`src/hdl/bti_pkg.sv`:
```
`timescale 1ns / 1ps
// ----------------------------------------------------------------------------
// bti_pkg
// Shared types and constants of the bilinear table interpolator.
// ----------------------------------------------------------------------------
package bti_pkg;

  localparam logic FUNC_WRITE  = 1'b0;
  localparam logic FUNC_LOOKUP = 1'b1;

  localparam logic [12:0] ONE_Q12 = 13'd4096;

  localparam int IN_DEPTH  = 4;
  localparam int OUT_DEPTH = 8;

  typedef enum logic [1:0] {
    ST_OK        = 2'd0,
    ST_TEMP_LOW  = 2'd1,
    ST_TEMP_HIGH = 2'd2
  } status_t;

  typedef enum logic [2:0] {
    REG_TEMP_ORIGIN = 3'd0,
    REG_TEMP_INV    = 3'd1,
    REG_TEMP_LAST   = 3'd2,
    REG_GRAV_ORIGIN = 3'd3,
    REG_GRAV_INV    = 3'd4,
    REG_GRAV_LAST   = 3'd5
  } reg_index_t;

  typedef struct packed {
    logic [19:0] temp_origin;
    logic [23:0] temp_inv;
    logic [4:0]  temp_last;
    logic [15:0] grav_origin;
    logic [23:0] grav_inv;
    logic [3:0]  grav_last;
  } cfg_t;

  typedef struct packed {
    logic        func;
    logic [2:0]  filt;
    logic [3:0]  gslot;
    logic [4:0]  tslot;
    logic [31:0] value;
    logic        t_low;
    logic [23:0] tpos;
    logic        g_low;
    logic [19:0] gpos;
  } front_word_t;

  typedef struct packed {
    logic [31:0] intensity;
    status_t     status;
  } result_t;

endpackage

```
`src/hdl/bti_front.sv`:
```
`timescale 1ns / 1ps
// ----------------------------------------------------------------------------
// bti_front
// Accepts words and maps temperature and gravity to Q12 grid positions.
// ----------------------------------------------------------------------------
module bti_front (
  input  logic                 clk,
  input  logic                 rst_n,
  input  bti_pkg::cfg_t        cfg,
  input  logic                 in_valid,
  output logic                 in_stall,
  input  logic                 in_func,
  input  logic [19:0]          in_temperature,
  input  logic [15:0]          in_log_gravity,
  input  logic [2:0]           in_filter_index,
  input  logic [3:0]           in_grav_slot,
  input  logic [4:0]           in_temp_slot,
  input  logic [31:0]          in_entry_value,
  input  logic                 q_full,
  output logic                 q_push,
  output bti_pkg::front_word_t q_word
);
  logic                 valid_r;
  bti_pkg::front_word_t word_r, word_nxt;
  logic                 take;
  logic [19:0]          tdiff;
  logic [15:0]          gdiff;
  logic [43:0]          tprod;
  logic [39:0]          gprod;

  assign in_stall = valid_r && q_full;
  assign take     = in_valid && !in_stall;
  assign q_push   = valid_r && !q_full;
  assign q_word   = word_r;

  always_comb begin
    tdiff = in_temperature - cfg.temp_origin;
    gdiff = in_log_gravity - cfg.grav_origin;
    tprod = 44'(tdiff) * 44'(cfg.temp_inv);
    gprod = 40'(gdiff) * 40'(cfg.grav_inv);
    word_nxt.func  = in_func;
    word_nxt.filt  = in_filter_index;
    word_nxt.gslot = in_grav_slot;
    word_nxt.tslot = in_temp_slot;
    word_nxt.value = in_entry_value;
    word_nxt.t_low = (in_temperature <= cfg.temp_origin);
    word_nxt.tpos  = tprod[43:20];
    word_nxt.g_low = (in_log_gravity <= cfg.grav_origin);
    word_nxt.gpos  = gprod[39:20];
  end

  always_ff @(posedge clk) begin
    if (!rst_n) begin
      valid_r <= 1'b0;
    end else if (take) begin
      valid_r <= 1'b1;
    end else if (q_push) begin
      valid_r <= 1'b0;
    end
  end

  always_ff @(posedge clk) begin
    if (take) begin
      word_r <= word_nxt;
    end
  end
endmodule

```
`config.mk`:
```
export PLATFORM = sky130hd
export DESIGN_NAME = bti_front
export DESIGN_NICKNAME = d
export VERILOG_FILES = /design/src/hdl/bti_pkg.sv /design/src/hdl/bti_front.sv
export SDC_FILE = /design/constraint.sdc
export NUM_CORES = 2
export LEC_CHECK = 0
export BUFFER_PORTS_ARGS = -buffer_cell sky130_fd_sc_hd__clkbuf_2
export CAP_MARGIN = 20
export CELL_PAD_IN_SITES_DETAIL_PLACEMENT = 1
export CELL_PAD_IN_SITES_GLOBAL_PLACEMENT = 2
export CORE_MARGIN = 2
export CORE_UTILIZATION = 40
export CTS_BUF_LIST = sky130_fd_sc_hd__clkbuf_2
export CTS_CLUSTER_DIAMETER = 100
export DETAILED_ROUTE_END_ITERATION = 8
export HOLD_SLACK_MARGIN = 0.15
export PLACE_DENSITY = 0.89
export SLEW_MARGIN = 20
export SYNTH_ARGS = -nofsm -noshare
export SYNTH_HDL_FRONTEND = slang
export SYNTH_SLANG_ARGS = --single-unit
export TNS_END_PERCENT = 20
```
`constraint.sdc`:
```
create_clock -name clk -period 11.81 [get_ports clk]
set_input_delay 1.181 -clock clk [delete_from_list [all_inputs] [get_ports clk]]
set_output_delay 1.181 -clock clk [all_outputs]
set_load 0.02 [all_outputs]
```
[Yosys cells after proc, flatten, opt, wreduce, memory -nomap -nowiden]
Cells that the tools add are included.
W data, S select, Z words.
Operators by class
  multipliers: 2
  $lt $le $gt $ge: 2
  reduce and logical (&&, ||, !) cells: 6
  $add $sub $neg: 2
  multiplexer cells: 2
Operators by type and width (number)
  $mul A20 B24 Y44: 1
  $mul A16 B24 Y40: 1
  $le A20 B20 Y1: 1
  $sub A20 B20 Y20: 1
  $le A16 B16 Y1: 1
  $sub A16 B16 Y16: 1
  $logic_and A1 B1 Y1: 3
  $logic_not A1 Y1: 2
  $mux W1: 2
  $reduce_bool A2 Y1: 1
Word-level totals
  register bits: 92
  logic and storage cells: 24
  output and inout bits: 93
  input bits: 178

[Depth between registers and ports, before layout]
  word-level depth: 4
  depth in mapped cells: 36
  gate-level depth less buffers: 36

[Least setup slack after synthesis]
OpenSTA, ideal clock, no wires.
  path type: input to register
  start point: in in_temperature[0]
  end point: reg word_r, in the netlist q_word[44] (data pin)
  required time: 11.548 ns
  path buffers: 1
  library setup time: 0.262 ns
  stages on the path: 34
  arrival: 9.302 ns
  path slack: 2.246 ns
  path through: inv_1 -> ha_1 -> inv_1 -> fa_1 -> a21o_1 -> a21oi_2 -> o21bai_1 -> a2111o_1 -> a311oi_1 -> o21bai_1 -> a31oi_1 -> xnor2_1 -> buf_2 -> nand2_1 -> fa_1 -> inv_1 -> fa_1 -> fa_1 -> fa_1 -> fa_1 -> fa_1 -> inv_1 -> fa_1 -> inv_1 -> ha_1 -> and4_4 -> nand3_1 -> or3_4 -> a2111oi_2 -> nor3_2 -> a31oi_4 -> a21oi_2 -> o31ai_2 -> xnor2_1
Between the ends
  word-level cells in the longest chain between the ends: 2
Ends and longest elaborated chain
  from (decl): RTL line bti_front.sv:13  | input logic [19:0] in_temperature,
  $sub A20 B20 Y20: RTL line bti_front.sv:37  | tdiff = in_temperature - cfg.temp_origin;
  $mul A20 B24 Y44: RTL line bti_front.sv:39  | tprod = 44'(tdiff) * 44'(cfg.temp_inv);
  net tprod[43]: RTL line bti_front.sv:28  | logic [43:0] tprod;
  to (signal assigned): RTL line bti_front.sv:64  | word_r <= word_nxt;
  to (decl): RTL line bti_front.sv:24  | bti_pkg::front_word_t word_r, word_nxt;
The timed path passes the listed nets, and every way through them passes these cells.
A chain may end at the register's enable or synchronous reset.

[Worst setup path after layout]
  start point: in in_temperature[0]
  end point: reg word_r, in the netlist q_word[39] (data pin)
The elaborated chain is that of the path after synthesis.

==> Implementation_results.wiki <==
{| class="wikitable"
! Metric !! Value
|-
| Slew Viols, Final || 0
|-
| Count of unique library cells instantiated by Yosys || 64
|-
| Post-Layout Cell Count || 4603
|-
| Final hold vios || 0
|-
| Layout filler cell count || 9018
|-
| Remaining antenna violation count || 0
|-
| CTS clk-pin slew, worst paths || 0.51 ns
|-
| Worst-path fanout max || 13
|-
| CP delay by family, top || adder cells
|-
| Shortest clock period the worst path allows after layout || 10.11 ns
|-
| Cell types with the largest area share after synthesis || sky130_fd_sc_hd__fa_1 (44%), sky130_fd_sc_hd__ha_1 (12%), sky130_fd_sc_hd__inv_1 (9.6%)
|-
| Post-detailed-routing wire length || 88.4 mm
|-
| Number of DRC markers in iteration 0 || 995
|-
| TritonCTS clock tree || done
|-
| Overall die area || around 81000 µm²
|-
| Initial antenna violation count || 4
|-
| Routability cong. || about 0.84
|-
| PortBufs || roughly 260
|-
| Average wire per standard cell || 19.2 µm
|-
| Compound-Gate Fraction of Synth Area || 5.45%
|-
| Final setup fails || 0
|-
| Average cell area after synthesis || 9.25 µm²
|-
| Clock sink count || 92
|-
| CTS Buf Count || 9
|-
| Post-synth EDFFs || 91
|-
| Stage delay of the slowest cell on the critical path || roughly 0.73 ns
|-
| Instance count after placement with tap cells included || 4583
|-
| Starting utilization of the core area || 40.5%
|-
| Adder-cell share of the synthesized area || 56.3%
|-
| Number of top-level design ports || 271
|-
| Post-synth design cell area || 31400 µm²
|-
| Setup TNS || 0 ns
|-
| Std-Cell Core Area || 77600 µm²
|-
| Max Freq || a little under 100 MHz
|-
| Post-synth net total || around 4600
|-
| CTS max path bufs || 2
|-
| Most instantiated library cell after synthesis || sky130_fd_sc_hd__inv_1
|-
| Total of warnings raised by yosys || 0
|-
| Startpoint types || primary input
|-
| Gate count after technology mapping || 3396
|-
| Portion of the post-synthesis area used by sequential elements || 8.76%
|-
| Largest net degree at the start of global routing || 57
|-
| Post-layout util || 44.0%
|-
| Hold_ws || 0.439 ns
|-
| Kind of end point of the critical path || flop
|-
| CTS Hold Bufs || 0
|-
| Area share of and/or/nand/nor cells after synthesis || around 16%
|-
| Synthesis-to-finish area growth || 8.61%
|-
| Synth Area in XOR/XNOR || 1.95%
|-
| Row cnt || 102
|-
| Final global-route overflow total || 0
|-
| Register bit count reported by yosys || between 90 and 100
|-
| Number of maximum-capacitance violations || 0
|-
| Detailed-routing iteration count for the pre-antenna-repair pass || 5
|-
| Buffers and inverters on the worst path || 8
|-
| Largest family of logic cells by synthesized area || adder cells
|-
| Worst Tran Pin Value || between 1 and 1.5 ns
|-
| Resized Gates After CTS || 0
|-
| Biggest area consumer among synthesized cells || sky130_fd_sc_hd__fa_1
|-
| Required arrival time at the worst endpoint || between 10 and 15 ns
|-
| Post-synth top cells || sky130_fd_sc_hd__inv_1 (805), sky130_fd_sc_hd__fa_1 (698), sky130_fd_sc_hd__nand2_1 (521), sky130_fd_sc_hd__ha_1 (297), sky130_fd_sc_hd__and2_1 (293)
|-
| Vias post-DR || 23400
|-
| Worst hold path type || in2reg
|-
| Post-DP HPWL || 70.8 mm
|-
| Portion of netlist area occupied by mux cells || less than 1%
|-
| Final Net Count || roughly 4700
|-
| DRC violations left || 0
|-
| Buffers inserted during post-CTS setup optimization || 0
|-
| Horiz. Die Dim || between 200 and 300 µm
|-
| Area share of the largest cell type after synthesis || 44.5%
|-
| GRT Total Usage || 23.0%
|-
| Most frequent CP cell || sky130_fd_sc_hd__fa_1
|-
| Arr. time, crit path || ~11 ns
|-
| Status || completed
|-
| CTS Root Cell || sky130_fd_sc_hd__clkbuf_2
|-
| Latest clock arrival within the worst-skew pair || 0.86 ns
|-
| H-tree levels || 3
|-
| Path type of the worst setup path || in2reg
|-
| Slew HR || a little over a quarter
|-
| Global-route wire length before repair || 147 mm
|-
| Clock tree skew after final layout || 0.0873 ns
|-
| Final cycle utilization of the critical path || 85.6%
|-
| Most common flop cell mapped by yosys || sky130_fd_sc_hd__edfxtp_1
|-
| Fraction of final layout cells with drive strength greater than 1 || 10.3%
|-
| Vias in the first global route || between 20000 and 30000
|-
| Vias per cell || 5.07
|-
| Slowest-stage cell, CP || sky130_fd_sc_hd__a21oi_2
|-
| DIE HEIGHT || 284 µm
|-
| RSZ-0062 raised after global routing || no
|-
| Fraction of registers with async set/reset || 0%
|}
-- routing by layer --
metal	share of wire [%]	global-route usage, %	up-vias
met5	0.018	0	-
met4	1.4	4.30	2
met3	5.1	3.60	73
met2	50	39.7	535
met1	44	30.8	12300
li1	-	-	10500
-- state kept, by name, indices dropped and copies added (netlist names) --
signal and flops:
q_word 91, valid_r 1
-- cells by family (layout without fill, tap and decap cells) --
group / Yosys count / after routing
AND/OR/NAND/NOR: 1021 / 1021
AO/OA/AOI/OAI: 258 / 258
multiplexers: 1 / 1
flip-flops: 92 / 92
adder cells (fa/ha/maj): 995 / 995
XOR/XNOR: 70 / 70
other: 0 / 3
buffers and inverters: 959 / 1123
-- cell usage in the layout, fill, tap and decap left out, drive strengths merged, types with 15 or more instances in the layout --
cell | netlist | layout
nor2b | 34 | 34
inv | 805 | 807
o21ai | 34 | 34
edfxtp | 91 | 91
or3b | 15 | 15
nor3 | 18 | 18
a21o | 39 | 39
o211ai | 25 | 25
nand2 | 521 | 521
fa | 698 | 698
nand2b | 30 | 30
a21oi | 76 | 76
xor2 | 23 | 23
and2 | 293 | 293
clkbuf | 152 | 271
nand3 | 16 | 16
nor2 | 40 | 40
xnor2 | 47 | 47
a31oi | 18 | 18
ha | 297 | 297
buf | 2 | 41
o21a | 15 | 15
-- worst paths after layout --
check	slack (ns)	startpoint	cells past startpoint	end
max	1.70	in_temperature[0]	35	q_word[39]$_DFFE_PP_
min	0.44	in_temp_slot[2]	1	q_word[80]$_DFFE_PP_
max reg2reg	9.57	valid_r$_SDFFE_PN0P_	3	q_word[8]$_DFFE_PP_
min reg2reg	0.73	valid_r$_SDFFE_PN0P_	2	valid_r$_SDFFE_PN0P_
-- through the flow --
| stage | instance area [µm²] | setup WS, ns |
|---|---|---|
| floorplan | 31400 | 2.25 |
| global placement | 33900 | 1.06 |
| detailed placement | 33900 | 0.862 |
| CTS | 34100 | 1.78 |
| global route | 34100 | 1.25 |
| finish | 34100 | 1.70 |
-- final cells by class --
cell class,count,area (µm²),share of cell area (%)
clock inverters,6,71.3,0.209
multi-input cells,2345,25300,74.1
diodes,3,7.51,0.0220
flip-flops and latches,92,2750,8.07
repair buffers,302,1630,4.79
inverters,805,3020,8.86
well taps,1040,1300,3.81
clock buffers,10,50.0,0.147
Power is left out: the tool's default activity adds up to more than one toggle a clock period on the data nets, which glitch-free logic cannot reach.
