File: config.mk
export PLATFORM = sky130hd
export DESIGN_NAME = bti_queue
export DESIGN_NICKNAME = d
export VERILOG_FILES = /design/src/hdl/bti_queue.sv
export SDC_FILE = /design/constraint.sdc
export NUM_CORES = 1
export LEC_CHECK = 0
export ABC_AREA = 1
export BUFFER_PORTS_ARGS = -buffer_cell sky130_fd_sc_hd__clkbuf_2
export CAP_MARGIN = 20
export CELL_PAD_IN_SITES_DETAIL_PLACEMENT = 0
export CELL_PAD_IN_SITES_GLOBAL_PLACEMENT = 1
export CORE_UTILIZATION = 41
export DETAILED_ROUTE_END_ITERATION = 12
export MAX_ROUTING_LAYER = met4
export PLACE_DENSITY_LB_ADDON = 0.15
export SYNTH_ARGS = -nofsm -noshare
export SYNTH_HDL_FRONTEND = slang
export SYNTH_SLANG_ARGS = --single-unit
File: constraint.sdc
create_clock -name clk -period 5.1 [get_ports clk]
set_clock_uncertainty 0.15 [all_clocks]
set_input_delay 1.02 -clock clk [delete_from_list [all_inputs] [get_ports clk]]
set_output_delay 1.02 -clock clk [all_outputs]
set_load 0.005 [all_outputs]
File: src/hdl/bti_queue.sv
`timescale 1ns / 1ps
// ----------------------------------------------------------------------------
// bti_queue
// Small register queue with a combinational head; depth is a power of two.
// ----------------------------------------------------------------------------
module bti_queue #(
  parameter int WIDTH = 8,
  parameter int DEPTH = 4
) (
  input  logic             clk,
  input  logic             rst_n,
  input  logic             push,
  input  logic [WIDTH-1:0] push_data,
  input  logic             pop,
  output logic [WIDTH-1:0] head_data,
  output logic             empty,
  output logic             full
);
  localparam int PW = (DEPTH > 1) ? $clog2(DEPTH) : 1;

  logic [WIDTH-1:0] mem_r [DEPTH];
  logic [PW-1:0]    wr_ptr_r, wr_ptr_nxt;
  logic [PW-1:0]    rd_ptr_r, rd_ptr_nxt;
  logic [PW:0]      count_r, count_nxt;

  assign head_data = mem_r[rd_ptr_r];
  assign empty     = (count_r == '0);
  assign full      = (count_r == (PW+1)'(DEPTH));

  always_comb begin
    wr_ptr_nxt = push ? wr_ptr_r + 1'b1 : wr_ptr_r;
    rd_ptr_nxt = pop ? rd_ptr_r + 1'b1 : rd_ptr_r;
    count_nxt  = count_r + (PW+1)'(push) - (PW+1)'(pop);
  end

  always_ff @(posedge clk) begin
    if (!rst_n) begin
      wr_ptr_r <= '0;
      rd_ptr_r <= '0;
      count_r  <= '0;
    end else begin
      wr_ptr_r <= wr_ptr_nxt;
      rd_ptr_r <= rd_ptr_nxt;
      count_r  <= count_nxt;
    end
  end

  always_ff @(posedge clk) begin
    if (push) begin
      mem_r[wr_ptr_r] <= push_data;
    end
  end
endmodule

### Word-level counts from Yosys, hierarchy flattened

Memories as Yosys holds them, arrays and structs flattened. A register that Yosys moved wholly into a read port is not among the register bits.
Cells that the tools add are included.

* add/subtract/negate cells: 4
* equal/unequal tests: 1
* mux-type cells: 4
* reductions and logical operators: 1

Operators by type and width (count)
* 2-bit by 1-bit adder with 2-bit output, second input constant: 2
* 2-bit two-way mux: 2
* 3-bit by 1-bit adder with 3-bit output: 1
* 3-bit == test, second input constant: 1
* 3-bit logical NOT: 1
* 3-bit by 1-bit subtractor with 3-bit output: 1
* 1-bit two-way mux: 2

* bits in registers: 7
* memory bits (writable): 32
* input port bits: 12
* output and inout bits: 10
* word-level logic and storage cells: 14
* memories kept: 1

Memories
* mem_r: depth 4, bits a word 8, read ports 1, clocked after memory_dff 1, write ports 1, line 21 `logic [WIDTH-1:0] mem_r [DEPTH];`

### Longest topological paths before layout

Gate-level depths: netlist of the first run.

* depth after elaboration: 3
* mapped depth: 8
* mapped depth without buffers: 8

### Least setup slack after synthesis of the first run

OpenSTA, ideal clock, no wires.

* path kind: input to register
* start: in pop
* end: reg count_r[2]
* setup time: 115 ps
* arrival time: 2011 ps
* required time: 4835 ps
* path slack: 2824 ps
* stages on the path: 6
* path buffers: 0
* cell sequence: ha_1 -> inv_1 -> ha_1 -> fa_1 -> a21oi_1 -> nor2_1

* longest elaborated chain between the ends: 1

RTL lines
* start: declaration: line 14 `input logic pop,`
* 3-bit by 1-bit subtractor with 3-bit output: line 33 `count_nxt = count_r + (PW+1)'(push) - (PW+1)'(pop);`
* end signal: assignment: line 44 `count_r <= count_nxt;`
* end: declaration: line 24 `logic [PW:0] count_r, count_nxt;`

No other way between the ends.
A chain may end at the register's enable or synchronous reset.

==> out/results.ini, run 1 <==
[outcome]
outcome=finished clean

[routing]
ant_nets=0
vias=1035
drc=0
first_pass_iters=4
post_drt_wl_per_cell_um=12.0
drt_iter0_drc=25
routed_wl_um=2660
vias_per_cell=4.66

[worst_setup_path]
crit_type=reg2out
r2r_cells=7
critPathCaptureType=primary output
worstReg2RegStart=count_r[0]
rr_endpoint=count_r[2]
start_kind=flop
cp.arrival_ns=1.75
worst_ep_required_time_ns=3.93
cp_max_fo=32
rrSetupSlack_ns=3.38

[placed_design]
placedCellCount=214
dp_slack_ns=2.46
place.gp.congestion=0.681
portBuffers=21
placed_area_mm2=0.00183
dp_hpwl_um=1800

[cts]
h-tree-depth=2
cts_buffers=5
post_cts_buffers=0
cts_tree=yes
root_buffer=clkbuf_8
postCtsHoldBufs=0
ctsResizeCount=0
cts_sinks=41
path_clk_slew_ns=0.07
clk_latency_ns=0.29
clock_path_buffers=2

[power_and_ir_drop]
total_power_mw=0.676
peakVddDrop_v=0.000169
combPwrFrac_pct=11.8
p_per_area_mw_per_mm2=354
switching_share_pct=24.5
switchingPower_mw=0.166
power_leakage_nw=0.826
seqPwrFrac_pct=58.8
p_int_mw=0.510
clkPwrFrac_pct=29.5

[grt]
overflow=0
antenna_found_initial=0
grt_pass1_vias=991
grtUsageTotal_pct=14.6
grt_max_degree=33
grt_pass1_wl_um=4400

[finish]
final_cell_count_no_fill=222
area_delta_synth_final_pct=11.5
diodes=0
register_area_mm2=0.00114
fin_util_pct=47.8
drive_above_1_share_pct=16.9
fin_nets=190
num-fill-cells=370
final_area_mm2=0.00191
multi_input_comb_area_um2=404

[logic_synthesis]
synth_ff_type=edfxtp_1
syn_inst=148
yosys-top-cells-area=edfxtp_1, dfxtp_1, inv_1
async_flop_share_pct=0
ys_seq_elements=41
synth_top_area_cell=edfxtp_1
synthTopCellsByCount=edfxtp_1, inv_1, nand2_1
postSynthAreaPerCell_um2=11.6
synthMostInstantiatedCell=edfxtp_1
synth_warnings=0
synth_top_area_share_pct=56.1
syn_nets=167
synth_edf_count=32
seq_area_frac_synth_pct=66.6
ys_types=16
synth_area_mm2=0.00171

[sta]
finalMaxSlewViolations=0
hold_violations=0
worst_pin_slew_ns=1.00
setup_viol=0
tns_ns=0
grt_setup_unrepaired=no
fin_ws_ns=2.18
fmax_ghz=0.342
whs_ns=0.315
fin_crit_ns=2.92
post-route-period-util_pct=57.3
max_slew_margin_pct=33.2

[floorplanning]
die_area_mm2=0.00444
core_area_mm2=0.00400
row_count=23
io_pins=22
fp.dieW_um=66.7
die_h_um=66.7
start_util_pct=42.9

[worst_hold_path]
hp-start=rd_ptr_r[1]
holdPathStages=2
hold_path_class=reg2reg
min_to=rd_ptr_r[1]

[flow_run]
drv_cap=0

## cell families after synthesis
logic type      synth area share (%)
buf+inv                         9.85
flops                           66.6
fa+ha+maj                       5.55
simple gates                    6.71
compound gates                  11.3
## power by group through the flow
stage | registers (mW) | logic, mW | clock network [mW]
2_1_floorplan | 0.396 | 0.0594 | 0
3_3_place_gp | 0.404 | 0.0773 | 0
3_5_place_dp | 0.405 | 0.0815 | 0
4_1_cts | 0.398 | 0.0819 | 0.205
5_1_grt | 0.400 | 0.0930 | 0.218
6_report | 0.397 | 0.0795 | 0.199
## cell type report
| cell class | count | area share, % |
|---|---|---|
| Inverter | 31 | 6.09 |
| Clock inverter | 2 | 0.524 |
| Sequential cell | 41 | 59.7 |
| Multi-Input combinational cell | 71 | 21.1 |
| Tap cell | 50 | 3.27 |
| Clock buffer | 6 | 3.80 |
| Timing Repair Buffer | 21 | 5.50 |
## metal layers
metal	GRT usage [%]	routed length [um]
met5	-	0
met4	5.59	44
met3	4.79	107
met2	23.7	1310
met1	16.5	1200
## registers in the layout, summed over array words and instances (netlist names), named ones only
register	cells
mem_r	32
count_r	3
rd_ptr_r	2
wr_ptr_r	2
## worst max-delay path, stage by stage, from the launching register on
cell,delay [ns]
dfxtp_1,0.98
nand2_1,0.16
o211ai_1,0.14
nand2_1,0.08
clkbuf_2,0.11
## placed cells by master (no fill, tap or decap), types with 5 or more instances in the layout
master and count:
clkbuf_2 21, clkbuf_8 5, a21oi_1 13, o21ai_0 10, edfxtp_1 32, o211ai_1 8
inv_1 31, ha_1 6, nand2_1 26, dfxtp_1 9
## how the worst max path moves through the flow
stage	cells after the start	slack, ns	endpoint	from
floorplan	6	2.82	count_r[2]	pop
global placement	3	2.56	head_data[7]	flop
detailed placement	4	2.46	head_data[3]	flop
CTS	4	2.14	head_data[3]	flop
global route	4	1.93	head_data[0]	flop
finish	4	2.18	head_data[3]	flop
Note: power is estimated with default switching activity, not from simulation.
==> inputs of run 2 (changes only) <==
--- a/config.mk
+++ b/config.mk
@@ -10,7 +10,7 @@
 export CAP_MARGIN = 20
 export CELL_PAD_IN_SITES_DETAIL_PLACEMENT = 0
 export CELL_PAD_IN_SITES_GLOBAL_PLACEMENT = 1
-export CORE_UTILIZATION = 41
+export CORE_UTILIZATION = 40
 export DETAILED_ROUTE_END_ITERATION = 12
 export MAX_ROUTING_LAYER = met4
 export PLACE_DENSITY_LB_ADDON = 0.15
==> constraint.sdc (replaced) <==
create_clock -name clk -period 2.6 [get_ports clk]
set_clock_uncertainty 0.15 [all_clocks]
set_input_delay 0.52 -clock clk [delete_from_list [all_inputs] [get_ports clk]]
set_output_delay 0.52 -clock clk [all_outputs]
set_load 0.005 [all_outputs]
==> run 2 against run 1 <==
Net effect:
- critical path depth down 1
- global-route usage down 0.70 points
- via count down 0.29%
- combinational power up 110%
- sequential share of layout area down 1.3 points
- die area up 2.4%
- register-to-register slack worse by 2.5 ns
- critical path type unchanged
- critical endpoint is now head_data[0]
==> out/results.ini, run 2 (synthesis gave the netlist of run 1 again) <==
[outcome]
outcome=finished clean

[finish]
largest_reg_flops=32  ; unchanged
area_delta_synth_final_pct=13.9
fin_util_pct=48.1  ; +0.34 points
fin_nets=191  ; +0.53%
final_cell_mix=edfxtp_1, inv_1, nand2_1
final_cell_count_no_fill=223  ; +0.45%
final_common_cell=edfxtp_1
top_register=mem_r
drive_above_1_share_pct=17.3  ; +0.48 points
top_regs=mem_r (32), count_r (3)
diodes=0  ; unchanged
final_area_mm2=0.00195  ; +2.2%

[worst_setup_path]
crit_type=reg2out
critPathCaptureType=primary output
cp_max_fo=16  ; -50%
worst_ep_required_time_ns=1.93  ; -2.00 ns
start_kind=flop
cp.arrival_ns=1.42  ; -0.33 ns

[cts]
cts_sinks=41  ; unchanged
clock_path_buffers=2  ; unchanged
cts_tree=yes
ctsResizeCount=0  ; unchanged
postCtsHoldBufs=0  ; unchanged
post_cts_buffers=0  ; unchanged
cts_buffers=5  ; unchanged
path_clk_slew_ns=0.07  ; about the same
h-tree-depth=2  ; unchanged
root_buffer=clkbuf_8
clk_latency_ns=0.29  ; about the same

[routing]
vias_per_cell=4.63  ; -0.74%
vias=1032  ; -0.29%
first_pass_iters=4  ; unchanged
routed_wl_um=2630  ; -1.2%
drc=0  ; unchanged
post_drt_wl_per_cell_um=11.8  ; -1.6%
ant_nets=0  ; unchanged
drt_iter0_drc=76  ; +200%

[power_and_ir_drop]
seqPwrFrac_pct=53.1  ; -5.7 points
p_per_area_mw_per_mm2=743  ; +110%
switchingPower_mw=0.322  ; +94%
peakVddDrop_v=0.000363  ; +110%
total_power_mw=1.45  ; +110%
p_int_mw=1.13  ; +120%
switching_share_pct=22.2  ; -2.3 points
clkPwrFrac_pct=35.4  ; +5.9 points
power_leakage_nw=0.845  ; +2.3%
combPwrFrac_pct=11.5  ; -0.3 points

[placed_design]
place.gp.congestion=0.740  ; +8.6%
placedCellCount=215  ; +0.47%
portBuffers=21  ; unchanged
dp_hpwl_um=1750  ; -2.7%
dp_slack_ns=0.633  ; -1.83 ns
placed_area_mm2=0.00184  ; +0.41%

[floorplanning]
start_util_pct=42.2  ; -0.61 points
row_count=23  ; unchanged
fp.dieW_um=67.5  ; +1.2%
die_h_um=67.5  ; +1.2%
die_area_mm2=0.00455  ; +2.4%
io_pins=22  ; unchanged
core_area_mm2=0.00406  ; +1.4%

[sta]
whs_ns=0.292  ; -0.0231 ns
finalMaxSlewViolations=0  ; unchanged
fin_crit_ns=2.09
tns_ns=0  ; unchanged
fin_ws_ns=0.512  ; -1.66 ns
hold_violations=0  ; unchanged
max_slew_margin_pct=59.0  ; +26 points
fmax_ghz=0.479
setup_viol=0  ; unchanged
post-route-period-util_pct=80.3
worst_pin_slew_ns=0.615  ; -0.385 ns
grt_setup_unrepaired=no

[grt]
grtUsageTotal_pct=13.9  ; -0.70 points
grt_max_degree=33  ; unchanged
grt_pass1_wl_um=4110  ; -6.7%
overflow=0  ; unchanged
grt_pass1_vias=903  ; -8.9%
antenna_found_initial=0  ; unchanged

[worst_hold_path]
hold_path_class=in2reg

[flow_run]
drv_cap=0  ; unchanged

-- run 2: changes by cell type in the layout (fill, tap and decap cells not counted) --
cell       previous run  this run
bufinv_16             0         1
buf_4                 0         1
clkbuf_8              5         6
clkinv_2              2         0
-- run 2: metal layers --
layer / GRT usage, % / wire (um)
met3: 6.08 / 146
met5: - / 0
met1: 14.0 / 1130
met4: 7.98 / 59
met2: 22.2 / 1300
-- run 2: cell type report --
cell class | count | area (um^2)
fillers | 381 | 2100
well taps | 50 | 62.6
inverters | 31 | 116
clock inverters | 1 | 30.0
repair buffers | 22 | 113
multi-input cells | 71 | 404
clock buffers | 7 | 86.3
flip-flops and latches | 41 | 1140
-- run 2: critical path: stages, from the launching register on --
cell	delay [ns]
dfxtp_1	0.72
o211ai_1	0.18
nand2_1	0.12
clkbuf_2	0.11
-- run 2: power by group through the flow --
stage,logic [mW],clock network [mW],registers (mW)
3_5_place_dp,0.171,0,0.785
3_3_place_gp,0.162,0,0.783
5_1_grt,0.195,0.554,0.775
4_1_cts,0.171,0.530,0.770
2_1_floorplan,0.116,0,0.777
6_report,0.166,0.514,0.770
-- run 2: final timing paths --
check                    start           end  slack (ns)  cells past startpoint
setup / recovery          flop  head_data[0]        0.51                      3
hold / removal    push_data[6]   mem_r[3][6]        0.29                      1
setup reg to reg    count_r[0]    count_r[2]        0.90                      7
hold reg to reg    rd_ptr_r[1]   rd_ptr_r[1]        0.31                      2
==> inputs of run 3 (changes only) <==
--- a/config.mk
+++ b/config.mk
@@ -10,7 +10,7 @@
 export CAP_MARGIN = 20
 export CELL_PAD_IN_SITES_DETAIL_PLACEMENT = 0
 export CELL_PAD_IN_SITES_GLOBAL_PLACEMENT = 1
-export CORE_UTILIZATION = 40
+export CORE_UTILIZATION = 41
 export DETAILED_ROUTE_END_ITERATION = 12
 export MAX_ROUTING_LAYER = met4
 export PLACE_DENSITY_LB_ADDON = 0.15
==> constraint.sdc (replaced) <==
create_clock -name clk -period 2.1 [get_ports clk]
set_clock_uncertainty 0.15 [all_clocks]
set_input_delay 0.42 -clock clk [delete_from_list [all_inputs] [get_ports clk]]
set_output_delay 0.42 -clock clk [all_outputs]
set_load 0.005 [all_outputs]
==> run 3 against run 2 <==
Net effect:
- flip-flop and latch count did not move
- core utilization barely moved
- largest cell class unchanged
- critical path type unchanged
- via count rose by 0.19%
- critical path depth rose by 2
- wire length rose by 0.84%
- final area fell by 1.3%
==> out/results.ini, run 3 (synthesis gave the netlist of run 1 again) <==
[outcome]
outcome=finished clean

[grt]
grt_pass1_vias=963  ; +6.6%
grt_max_degree=33  ; unchanged
antenna_found_initial=0  ; unchanged
grtUsageMet2_pct=22.3  ; +0.20 points
overflow=0  ; unchanged
top_usage_layer=met2
met3_usage_pct=6.34  ; +0.25 points
grtUsageMet1_pct=15.7  ; +1.7 points
grt_pass1_wl_um=4240  ; +3.2%
grtUsageTotal_pct=14.6  ; +0.75 points

[floorplanning]
start_util_pct=42.9  ; +0.61 points
core_area_mm2=0.00400  ; -1.4%
io_pins=22  ; unchanged
die_area_mm2=0.00444  ; -2.4%
row_count=23  ; unchanged
fp.dieW_um=66.7  ; -1.2%
die_h_um=66.7  ; -1.2%

[routing]
vias_per_cell=4.62  ; -0.25%
ant_nets=0  ; unchanged
drc=0  ; unchanged
vias=1034  ; +0.19%
post_drt_wl_per_cell_um=11.8  ; +0.39%
routed_wl_um=2650  ; +0.84%
drt_iter0_drc=20  ; -74%
first_pass_iters=2  ; -2

[power_and_ir_drop]
p_per_area_mw_per_mm2=853  ; +15%
total_power_mw=1.64  ; +13%
peakVddDrop_v=0.000471  ; +30%
power_leakage_nw=0.837  ; -0.97%

[cts]
ctsResizeCount=0  ; unchanged
cts_sinks=41  ; unchanged
cts_tree=yes
clock_path_buffers=2  ; unchanged
cts_buffers=5  ; unchanged
path_clk_slew_ns=0.07  ; about the same
post_cts_buffers=0  ; unchanged
clk_latency_ns=0.29  ; about the same
postCtsHoldBufs=0  ; unchanged
h-tree-depth=2  ; unchanged
root_buffer=clkbuf_8

[worst_setup_path]
start_kind=flop
rrSetupSlack_ns=0.40  ; -0.50 ns
critPathCaptureType=primary output
cp.arrival_ns=1.27  ; -0.15 ns
worst_ep_required_time_ns=1.53  ; -0.40 ns
cp_max_fo=32  ; +16
crit_type=reg2out

[placed_design]
dp_hpwl_um=1770  ; +1.2%
place.gp.congestion=0.688  ; -7.0%
portBuffers=21  ; unchanged
placed_area_mm2=0.00184  ; +0.41%

[finish]
final_common_cell=edfxtp_1
final_area_mm2=0.00193  ; -1.3%
area_delta_synth_final_pct=12.4
diodes=0  ; unchanged
fin_nets=192  ; +0.52%
register_area_mm2=0.00114  ; unchanged
top_register=mem_r
final_cell_mix=edfxtp_1, inv_1, nand2_1
drive_above_1_share_pct=17.8  ; +0.48 points
multi_input_comb_area_um2=404  ; unchanged
top_regs=mem_r (32), count_r (3)
largest_reg_flops=32  ; unchanged
num-fill-cells=378  ; -0.79%

[sta]
tns_ns=0  ; unchanged
fin_crit_ns=1.84
max_slew_margin_pct=73.4  ; +14 points
grt_setup_unrepaired=no
hold_violations=0  ; unchanged
fmax_ghz=0.543
setup_viol=0  ; unchanged
whs_ns=0.195  ; -0.0970 ns
finalMaxSlewViolations=0  ; unchanged
post-route-period-util_pct=87.7
worst_pin_slew_ns=0.398  ; -0.216 ns

[flow_run]
drv_cap=0  ; unchanged

[worst_hold_path]
hold_path_class=in2reg

-- run 3: cell count changes in the layout (fill, tap and decap cells not counted), sizes merged --
cell | previous run | this run
clkinv | 0 | 2
buf | 1 | 2
bufinv | 1 | 0
clkbuf | 28 | 27
-- run 3: final timing paths --
check | cells after the start | end | startpoint
max | 5 | head_data[7] | flop
min reg2reg | 2 | rd_ptr_r[1] | rd_ptr_r[1]
min | 1 | mem_r[2][2] | push_data[2]
max reg2reg | 7 | count_r[2] | count_r[0]
-- run 3: through the flow --
| stage | std cells | worst slack (ns) | utilization, % |
|---|---|---|---|
| final | 224 | 0.258 | 48.2 |
| after global routing | 224 | 0.138 | 48.2 |
| after CTS | 224 | 0.239 | 48.2 |
| after detailed placement | 216 | 0.223 | 46.1 |
| after global placement | 216 | 0.260 | 46.1 |
| after floorplan | 148 | 0.424 | - |
-- run 3: power by group --
| part | leakage [nW] | internal [mW] | switching (mW) | total (mW) |
|---|---|---|---|---|
| logic | 0.423 | 0.0862 | 0.129 | 0.216 |
| registers | 0.369 | 0.925 | 0.0203 | 0.946 |
| clock network | 0.0450 | 0.230 | 0.253 | 0.483 |
-- run 3: metal layers --
metal / wire length (um) / share of wire, % / vias to the layer above
met5: 0 / 0 / -
met4: 44 / 1.7 / 0
met3: 107 / 4.0 / 4
met2: 1230 / 46 / 16
met1: 1280 / 48 / 471
li1: - / - / 543
-- run 3: area by class of cell --
class	count	share of cell area [%]
inverter	31	6.04
multi-input combinational	71	21.0
sequential	41	59.2
tap	50	3.25
timing repair buffer	23	6.23
clock buffer	6	3.77
clock inverter	2	0.519
-- run 3: worst max-delay path: stages (launching register included) --
cell and delay [ns]:
dfxtp_1 0.31, buf_4 0.29, nand2_1 0.09, o211ai_1 0.09, nand2_1 0.09, clkbuf_2 0.11
